File: src/rtl/unix_time_to_calendar_date_macros.svh
// Assertion macros shared by the calendar date converter RTL.
// No dependencies; the macros compile to nothing when SYNTHESIS is defined.
`ifndef UNIX_TIME_TO_CALENDAR_DATE_MACROS_SVH
`define UNIX_TIME_TO_CALENDAR_DATE_MACROS_SVH
`ifndef SYNTHESIS
`define UCD_ASSERT_ALWAYS(lbl, clk, rst, cond, msg) \
   lbl: assert property (@(posedge clk) disable iff (rst) (cond)) else $error(msg);
`define UCD_ASSERT_IMPLY(lbl, clk, rst, ante, cons, msg) \
   lbl: assert property (@(posedge clk) disable iff (rst) (ante) |-> (cons)) else $error(msg);
`else
`define UCD_ASSERT_ALWAYS(lbl, clk, rst, cond, msg)
`define UCD_ASSERT_IMPLY(lbl, clk, rst, ante, cons, msg)
`endif
`endif

File: src/rtl/ucd_pkg.sv
// Shared widths, constants and the month start table of the date converter.
// No dependencies.
package ucd_pkg;

   localparam int REQ_DATA_W = 32;
   localparam int RSP_DATA_W = 48;

   localparam int YEAR_W    = 12;
   localparam int MONTH_W   = 4;
   localparam int DAY_W     = 5;
   localparam int HOUR_W    = 5;
   localparam int MINUTE_W  = 6;
   localparam int SECOND_W  = 6;
   localparam int WEEKDAY_W = 3;
   localparam int DOY_W     = 9;

   localparam int NUM_STAGES = 6;

   localparam logic [16:0] SECS_PER_DAY   = 17'd86400;
   localparam logic [11:0] SECS_PER_HOUR  = 12'd3600;
   localparam logic [5:0]  SECS_PER_MIN   = 6'd60;
   localparam logic [10:0] DAYS_PER_BLOCK = 11'd1461;
   localparam logic [10:0] YEAR1_START    = 11'd365;
   localparam logic [10:0] YEAR2_START    = 11'd730;
   localparam logic [10:0] YEAR3_START    = 11'd1096;
   localparam logic [1:0]  LEAP_SLOT      = 2'd2;
   localparam logic [YEAR_W-1:0] BASE_YEAR = 12'd1970;
   localparam logic [DOY_W-1:0]  LAST_LEAP_DOY = 9'd365;

   // Reciprocal multipliers, exact over the full operand width.
   localparam int DAY_SHIFT = 35;
   localparam logic [25:0] DAY_RECIP = 26'(((64'd1 << DAY_SHIFT) + 64'd674) / 64'd675);
   localparam int BLK_SHIFT = 27;
   localparam logic [16:0] BLK_RECIP = 17'(((64'd1 << BLK_SHIFT) + 64'd1460) / 64'd1461);
   localparam int WK_SHIFT = 20;
   localparam logic [17:0] WK_RECIP = 18'(((64'd1 << WK_SHIFT) + 64'd6) / 64'd7);
   localparam int HR_SHIFT = 21;
   localparam logic [13:0] HR_RECIP = 14'(((64'd1 << HR_SHIFT) + 64'd224) / 64'd225);
   localparam int MIN_SHIFT = 14;
   localparam logic [10:0] MIN_RECIP = 11'(((64'd1 << MIN_SHIFT) + 64'd14) / 64'd15);

   function automatic logic [DOY_W-1:0] month_start(input logic leap,
                                                    input logic [MONTH_W-1:0] idx);
      logic [DOY_W-1:0] base;
      case (idx)
         4'd0:    base = 9'd0;
         4'd1:    base = 9'd31;
         4'd2:    base = 9'd59;
         4'd3:    base = 9'd90;
         4'd4:    base = 9'd120;
         4'd5:    base = 9'd151;
         4'd6:    base = 9'd181;
         4'd7:    base = 9'd212;
         4'd8:    base = 9'd243;
         4'd9:    base = 9'd273;
         4'd10:   base = 9'd304;
         4'd11:   base = 9'd334;
         default: base = 9'd0;
      endcase
      if (leap && (idx >= 4'd2)) begin
         base = base + 9'd1;
      end
      return base;
   endfunction

endpackage

File: src/rtl/ucd_month_find.sv
// Splits a zero-based day of year into month and day of month.
// Depends on ucd_pkg for widths and the month start table.
module ucd_month_find (
   input  logic [ucd_pkg::DOY_W-1:0]   doy,
   input  logic                        leap,
   output logic [ucd_pkg::MONTH_W-1:0] month,
   output logic [ucd_pkg::DAY_W-1:0]   day
);
   import ucd_pkg::*;

   logic [DOY_W-1:0] start;
   logic [DOY_W-1:0] offset;

   always_comb begin
      month = 4'd1;
      start = '0;
      for (int unsigned i = 1; i < 12; i++) begin
         if (doy >= month_start(leap, MONTH_W'(i))) begin
            month = MONTH_W'(i + 1);
            start = month_start(leap, MONTH_W'(i));
         end
      end
      offset = doy - start;
      day    = offset[DAY_W-1:0] + 5'd1;
   end

endmodule

File: src/rtl/unix_time_to_calendar_date.sv
// Six-stage pipeline; reciprocal multipliers replace every division.
// One request is taken every cycle unless the pipe is full and its output is stalled.
// A stalled output holds its stage; earlier stages keep filling until the pipe is full.
// Reset (synchronous, active high) clears all stage valid bits; data is not reset.
// Depends on ucd_pkg, ucd_month_find and unix_time_to_calendar_date_macros.svh.
`include "unix_time_to_calendar_date_macros.svh"
module unix_time_to_calendar_date (
   input  logic                           clock,
   input  logic                           reset,
   input  logic                           req_tvalid,
   output logic                           req_tready,
   // epoch_seconds[31:0]
   input  logic [ucd_pkg::REQ_DATA_W-1:0] req_tdata,
   output logic                           rsp_tvalid,
   input  logic                           rsp_tready,
   // year[11:0], month[15:12], day[20:16], hour[25:21], minute[31:26],
   // second[37:32], weekday[40:38], zero[47:41]
   output logic [ucd_pkg::RSP_DATA_W-1:0] rsp_tdata
);
   import ucd_pkg::*;

   logic [NUM_STAGES-1:0] valid_ff;
   logic [NUM_STAGES-1:0] valid_in;
   logic [NUM_STAGES-1:0] adv;

   always_comb begin
      adv[5] = !valid_ff[5] || rsp_tready;
      adv[4] = !valid_ff[4] || adv[5];
      adv[3] = !valid_ff[3] || adv[4];
      adv[2] = !valid_ff[2] || adv[3];
      adv[1] = !valid_ff[1] || adv[2];
      adv[0] = !valid_ff[0] || adv[1];
      valid_in = (adv & {valid_ff[NUM_STAGES-2:0], req_tvalid}) | (~adv & valid_ff);
   end

   always_ff @(posedge clock) begin
      if (reset) begin
         valid_ff <= '0;
      end else begin
         valid_ff <= valid_in;
      end
   end

   assign req_tready = adv[0];
   assign rsp_tvalid = valid_ff[NUM_STAGES-1];

   // Stage 0: whole days.
   logic [50:0] day_prod;
   logic [15:0] days_s0_in, days_s0_ff;
   logic [16:0] tlo_s0_in, tlo_s0_ff;

   assign day_prod   = 51'(req_tdata[31:7]) * 51'(DAY_RECIP);
   assign days_s0_in = day_prod[DAY_SHIFT +: 16];
   assign tlo_s0_in  = req_tdata[16:0];

   // Stage 1: second of day, four-year block, weekday quotient.
   logic [32:0] day_secs;
   logic [32:0] blk_prod;
   logic [16:0] wk_x;
   logic [34:0] wk_prod;
   logic [16:0] sod_s1_in, sod_s1_ff;
   logic [5:0]  blk_s1_in, blk_s1_ff;
   logic [10:0] days_s1_in, days_s1_ff;
   logic [2:0]  wx_s1_in, wx_s1_ff;
   logic [2:0]  wq_s1_in, wq_s1_ff;

   assign day_secs   = 33'(days_s0_ff) * 33'(SECS_PER_DAY);
   assign sod_s1_in  = tlo_s0_ff - day_secs[16:0];
   assign blk_prod   = 33'(days_s0_ff) * 33'(BLK_RECIP);
   assign blk_s1_in  = blk_prod[BLK_SHIFT +: 6];
   assign days_s1_in = days_s0_ff[10:0];
   assign wk_x       = 17'(days_s0_ff) + 17'd3;
   assign wk_prod    = 35'(wk_x) * 35'(WK_RECIP);
   assign wx_s1_in   = wk_x[2:0];
   assign wq_s1_in   = wk_prod[WK_SHIFT +: 3];

   // Stage 2: hour, weekday, day within block.
   logic [26:0] hr_prod;
   logic [16:0] blk_days;
   logic [2:0]  wk_rem;
   logic [11:0] sod_s2_in, sod_s2_ff;
   logic [HOUR_W-1:0]    hour_s2_in, hour_s2_ff;
   logic [WEEKDAY_W-1:0] weekday_s2_in, weekday_s2_ff;
   logic [10:0] doff_s2_in, doff_s2_ff;
   logic [5:0]  blk_s2_in, blk_s2_ff;

   assign hr_prod       = 27'(sod_s1_ff[16:4]) * 27'(HR_RECIP);
   assign hour_s2_in    = hr_prod[HR_SHIFT +: HOUR_W];
   assign sod_s2_in     = sod_s1_ff[11:0];
   assign wk_rem        = wx_s1_ff - 3'(wq_s1_ff * 3'd7);
   assign weekday_s2_in = wk_rem + 3'd1;
   assign blk_days      = 17'(blk_s1_ff) * 17'(DAYS_PER_BLOCK);
   assign doff_s2_in    = days_s1_ff - blk_days[10:0];
   assign blk_s2_in     = blk_s1_ff;

   // Stage 3: seconds within hour, year and day of year.
   logic [16:0] hour_secs;
   logic [1:0]  yoff;
   logic [10:0] ystart;
   logic [10:0] doy_full;
   logic [11:0] rh_s3_in, rh_s3_ff;
   logic [HOUR_W-1:0]    hour_s3_ff;
   logic [WEEKDAY_W-1:0] weekday_s3_ff;
   logic [YEAR_W-1:0]    year_s3_in, year_s3_ff;
   logic [DOY_W-1:0]     doy_s3_in, doy_s3_ff;
   logic                 leap_s3_in, leap_s3_ff;

   always_comb begin
      if (doff_s2_ff >= YEAR3_START) begin
         yoff   = 2'd3;
         ystart = YEAR3_START;
      end else if (doff_s2_ff >= YEAR2_START) begin
         yoff   = 2'd2;
         ystart = YEAR2_START;
      end else if (doff_s2_ff >= YEAR1_START) begin
         yoff   = 2'd1;
         ystart = YEAR1_START;
      end else begin
         yoff   = 2'd0;
         ystart = '0;
      end
   end

   assign hour_secs  = 17'(hour_s2_ff) * 17'(SECS_PER_HOUR);
   assign rh_s3_in   = sod_s2_ff - hour_secs[11:0];
   assign doy_full   = doff_s2_ff - ystart;
   assign doy_s3_in  = doy_full[DOY_W-1:0];
   assign year_s3_in = BASE_YEAR + YEAR_W'({blk_s2_ff, 2'b00}) + YEAR_W'(yoff);
   assign leap_s3_in = (yoff == LEAP_SLOT);

   // Stage 4: minute, month and day of month.
   logic [20:0] min_prod;
   logic [5:0]  rh_s4_ff;
   logic [MINUTE_W-1:0]  minute_s4_in, minute_s4_ff;
   logic [HOUR_W-1:0]    hour_s4_ff;
   logic [WEEKDAY_W-1:0] weekday_s4_ff;
   logic [YEAR_W-1:0]    year_s4_ff;
   logic [MONTH_W-1:0]   month_s4_in, month_s4_ff;
   logic [DAY_W-1:0]     day_s4_in, day_s4_ff;

   assign min_prod     = 21'(rh_s3_ff[11:2]) * 21'(MIN_RECIP);
   assign minute_s4_in = min_prod[MIN_SHIFT +: MINUTE_W];

   ucd_month_find u_month_find (
      .doy   (doy_s3_ff),
      .leap  (leap_s3_ff),
      .month (month_s4_in),
      .day   (day_s4_in)
   );

   // Stage 5: second; output register.
   logic [11:0] min_secs;
   logic [SECOND_W-1:0]  second_s5_in, second_s5_ff;
   logic [MINUTE_W-1:0]  minute_s5_ff;
   logic [HOUR_W-1:0]    hour_s5_ff;
   logic [WEEKDAY_W-1:0] weekday_s5_ff;
   logic [YEAR_W-1:0]    year_s5_ff;
   logic [MONTH_W-1:0]   month_s5_ff;
   logic [DAY_W-1:0]     day_s5_ff;

   assign min_secs     = 12'(minute_s4_ff) * 12'(SECS_PER_MIN);
   assign second_s5_in = rh_s4_ff - min_secs[5:0];

   always_ff @(posedge clock) begin
      if (adv[0]) begin
         days_s0_ff <= days_s0_in;
         tlo_s0_ff  <= tlo_s0_in;
      end
      if (adv[1]) begin
         sod_s1_ff  <= sod_s1_in;
         blk_s1_ff  <= blk_s1_in;
         days_s1_ff <= days_s1_in;
         wx_s1_ff   <= wx_s1_in;
         wq_s1_ff   <= wq_s1_in;
      end
      if (adv[2]) begin
         sod_s2_ff     <= sod_s2_in;
         hour_s2_ff    <= hour_s2_in;
         weekday_s2_ff <= weekday_s2_in;
         doff_s2_ff    <= doff_s2_in;
         blk_s2_ff     <= blk_s2_in;
      end
      if (adv[3]) begin
         rh_s3_ff      <= rh_s3_in;
         hour_s3_ff    <= hour_s2_ff;
         weekday_s3_ff <= weekday_s2_ff;
         year_s3_ff    <= year_s3_in;
         doy_s3_ff     <= doy_s3_in;
         leap_s3_ff    <= leap_s3_in;
      end
      if (adv[4]) begin
         rh_s4_ff      <= rh_s3_ff[5:0];
         minute_s4_ff  <= minute_s4_in;
         hour_s4_ff    <= hour_s3_ff;
         weekday_s4_ff <= weekday_s3_ff;
         year_s4_ff    <= year_s3_ff;
         month_s4_ff   <= month_s4_in;
         day_s4_ff     <= day_s4_in;
      end
      if (adv[5]) begin
         second_s5_ff  <= second_s5_in;
         minute_s5_ff  <= minute_s4_ff;
         hour_s5_ff    <= hour_s4_ff;
         weekday_s5_ff <= weekday_s4_ff;
         year_s5_ff    <= year_s4_ff;
         month_s5_ff   <= month_s4_ff;
         day_s5_ff     <= day_s4_ff;
      end
   end

   assign rsp_tdata = {7'b0, weekday_s5_ff, second_s5_ff, minute_s5_ff, hour_s5_ff,
                       day_s5_ff, month_s5_ff, year_s5_ff};

   `UCD_ASSERT_IMPLY(a_ready_when_room, clock, reset, !(&valid_ff), req_tready, "pipe has room but refuses a request")
   `UCD_ASSERT_IMPLY(a_doy_range, clock, reset, valid_ff[3], (doy_s3_ff < LAST_LEAP_DOY) || (doy_s3_ff == LAST_LEAP_DOY && leap_s3_ff), "day of year out of range")
   `UCD_ASSERT_IMPLY(a_time_range, clock, reset, rsp_tvalid, (hour_s5_ff <= 5'd23) && (minute_s5_ff <= 6'd59) && (second_s5_ff <= 6'd59), "time of day out of range")
   `UCD_ASSERT_IMPLY(a_date_range, clock, reset, rsp_tvalid, (month_s5_ff >= 4'd1) && (month_s5_ff <= 4'd12) && (day_s5_ff != 5'd0) && (weekday_s5_ff != 3'd0), "date field out of range")

endmodule

File: config.mk
export PLATFORM = sky130hd
export DESIGN_NAME = unix_time_to_calendar_date
export DESIGN_NICKNAME = d
export VERILOG_FILES = /design/src/rtl/ucd_pkg.sv /design/src/rtl/ucd_month_find.sv /design/src/rtl/unix_time_to_calendar_date.sv
export VERILOG_INCLUDE_DIRS = /design/src /design/src/rtl
export SDC_FILE = /design/constraint.sdc
export NUM_CORES = 2
export LEC_CHECK = 0
export BUFFER_PORTS_ARGS = -buffer_cell sky130_fd_sc_hd__buf_2
export CORE_ASPECT_RATIO = 0.9
export CORE_UTILIZATION = 59
export DETAILED_ROUTE_END_ITERATION = 16
export GPL_ROUTABILITY_DRIVEN = 0
export PLACE_DENSITY = 0.89
export SKIP_LAST_GASP = 1
export SYNTH_ARGS = -nofsm -noshare
export SYNTH_HDL_FRONTEND = slang
export SYNTH_SLANG_ARGS = --single-unit
File: constraint.sdc
create_clock -name clock -period 6.3 [get_ports clock]
set_clock_uncertainty 0.1 [all_clocks]
set_input_delay 0.63 -clock clock [delete_from_list [all_inputs] [get_ports clock]]
set_output_delay 0.63 -clock clock [all_outputs]
set_load 0.02 [all_outputs]
==> metrics.txt <==
Final ANT Viol Nets=0; Core Region=between 0.05 and 0.06 mm²; initial antenna violation count=0; fill count=3195; Worst Tran Pin Value=around 1000 ps; clock sinks=240; failing checks=negative setup slack; Syn Area/Cell=about 11 µm²; Slew HR=32.00%; synth top area cells=ha_1 (28%), fa_1 (25%), edfxtp_1 (23%); Via density=about 5.8; DRT Pass-1 Iters=7; f_max=around 160 MHz; vias=about 22000; I/O Pins=between 80 and 90; Netlist cell types=60; share of cells above drive strength 1=between 10% and 20%; CTS H-Tree Depth=1; multi-input logic area=0.02116 mm²; port bufs=a little under 80; CTS tree=done; number of global-route vias before repair=~25000; Std-Cell Rows=between 70 and 80; crit path DAT=6510 ps; DRC=0; Initial DRC Count=1767; Total GRT Usage=between 20 and 30%; die width=approximately 240 µm; Die ar.=between 0.05 and 0.06 mm²; flops & latches, synth=240; largest fanout on the critical path=4; YS warnings=0; first-pass GRT wire length=122600 µm; post-layout minimum cycle time=around 6300 ps; fin crit share=100.6%; status=complete, but fails checks; final setup fails=4; Syn-to-layout area delta=13.55%; Synth top cells by count=inv_1 (785), ha_1 (694), fa_1 (387); Post-Syn Area=between 0.03 and 0.04 mm²; share of the synthesized area in the top cell type=between 20% and 30%; Worst Hold Class=in -> reg; Routed WL=~80000 µm; Die Y=~220 µm; starting density of the core=between 50 and 60%; CP Capture Type=flop; routed len/inst=roughly 21 µm; most frequent cell after synthesis=inv_1; Max Cap Viol=0; total global routing overflow=0; Slew Viols, Final=0; worst endpoint required time=6480 ps; Worst Setup Slack, final=-34.67 ps; Detail Placement HPWL=60500 µm; Post-synth EDFFs=about 230; Async S/R FF share, synth=0%; total CTS buffers=25; CP Class=reg -> reg; sequential cell area=approximately 0.007 mm²; nets@finish=4235; Syn Inst Count=2795; Skew-Pair Late Insertion Delay=between 500 and 600 ps; ys flop type=edfxtp_1; Final Hold Viols=0; clock-pin transition on the worst setup and hold timing paths=~70 ps; maximum buffer depth of the clock tree=3; sequential cell area fraction in the yosys report=a little under a quarter; element type at the critical path start=flop; final setup TNS=-59.04 ps; clk root buf=clkbuf_16; area leader, netlist=ha_1; largest net degree at the start of global routing=42
kinds of logic after synthesis:
family / after synthesis / share of synthesized area (%)
adders and majority gates: 1081 / 53.20
buffers and inverters: 803 / 9.853
AOI/OAI and AO/OA: 296 / 6.304
and+or+nand+nor: 244 / 3.796
DFF: 240 / 23.14
xor gates and xnor gates: 130 / 3.687
other: 1 / 0.01214
metal layers:
| layer | global-route usage [%] | up-vias | wire, µm |
|---|---|---|---|
| met2 | 53.68 | 1271 | 40040 |
| met4 | 17.99 | 0 | 6543 |
| met1 | 32.58 | 10766 | 27740 |
| met5 | 0 | - | 0 |
| li1 | - | 9685 | - |
| met3 | 3.975 | 472 | 5889 |
placed cells by master (no fill, tap or decap), types with 5 or more instances in the layout:
cell       count
o21ai_0       53
o21bai_1      18
ha_1         678
nor3_1        19
o21a_1        10
clkbuf_16     25
buf_2         75
a21oi_1       81
fa_1         384
conb_1         7
a21boi_0       7
inv_2         12
ha_4          15
a211oi_1       8
nand2_1       62
clkbuf_1       5
nor2b_1       13
nor2_1        58
buf_4        227
a21o_1        46
and3_1         9
inv_1        771
nand2b_1      13
xor2_1        32
o211ai_1      10
xnor2_1       95
nand4_1       16
nand3_1       23
edfxtp_1     234
a31oi_1        8
or3_1          6
dfxtp_1        6
worst paths after layout:
kind | start | to | slack [ps] | cells after the start
setup reg to reg | days_s0_ff[12]$_DFFE_PN_ | blk_s1_ff[0]$_DFFE_PP_ | -30 | 19
hold / removal | req_tdata[6] | tlo_s0_ff[6]$_DFFE_PN_ | 160 | 1
hold reg to reg | tlo_s0_ff[4]$_DFFE_PN_ | sod_s1_ff[4]$_DFFE_PP_ | 310 | 0
setup / recovery | days_s0_ff[12]$_DFFE_PN_ | blk_s1_ff[0]$_DFFE_PP_ | -30 | 19
per-stage QoR:
step / utilization (%) / hold WS, ps / worst slack (ps) / cells / area (µm²)
after floorplan: - / 300.3 / 23.03 / 2801 / 30940
after global placement: 65.22 / 300.1 / -366.1 / 3760 / 33710
after detailed placement: 65.22 / 304.5 / -620.2 / 3760 / 33710
after CTS: 66.92 / 145.6 / 0.5391 / 3817 / 34590
after global routing: 67.83 / 142.2 / -145.5 / 3825 / 35060
final: 67.83 / 161.3 / -34.67 / 3826 / 35070
area by class of cell:
cell class                 instances  share of cell area, %
clock buffer                      32                  1.916
clock inverter                    14                 0.3068
tap                              688                  2.455
inverter                         785                  8.420
multi-input combinational       1758                  60.35
antenna                            1               0.007136
sequential                       240                  20.38
timing repair buffer             308                  6.162
sequential cells by signal (all words and copies together) (netlist names), 6 cells and up, named ones only:
register      flops
sod_s1_ff        17
tlo_s0_ff        17
days_s0_ff       16
rh_s3_ff         12
sod_s2_ff        12
year_s3_ff       12
year_s4_ff       12
year_s5_ff       12
days_s1_ff       11
doff_s2_ff       11
doy_s3_ff         9
blk_s1_ff         6
blk_s2_ff         6
minute_s4_ff      6
minute_s5_ff      6
rh_s4_ff          6
second_s5_ff      6
worst max-delay path, stage by stage, from the launching register on:
cell       delay (ps)
edfxtp_1          430
buf_4             140
buf_4             140
ha_1              320
inv_1             190
fa_1              590
inv_1              90
fa_1              530
fa_1              470
fa_1              620
fa_1              450
ha_1              350
nand3_1           160
a2111oi_2          60
buf_4             180
o41ai_4           380
o21ai_2           150
a2111oi_2         430
nor3_1            130
xor2_1            170
repair_timing:
item	in CTS	in global routing
buffers inserted	11	8
setup endpoints to repair	9	23
gates resized for setup	6	85
hold buffers	0	0
pin swaps	1	60
Power is not shown: default switching activity piles up to over one toggle a cycle in this logic, so the estimate is an artifact.
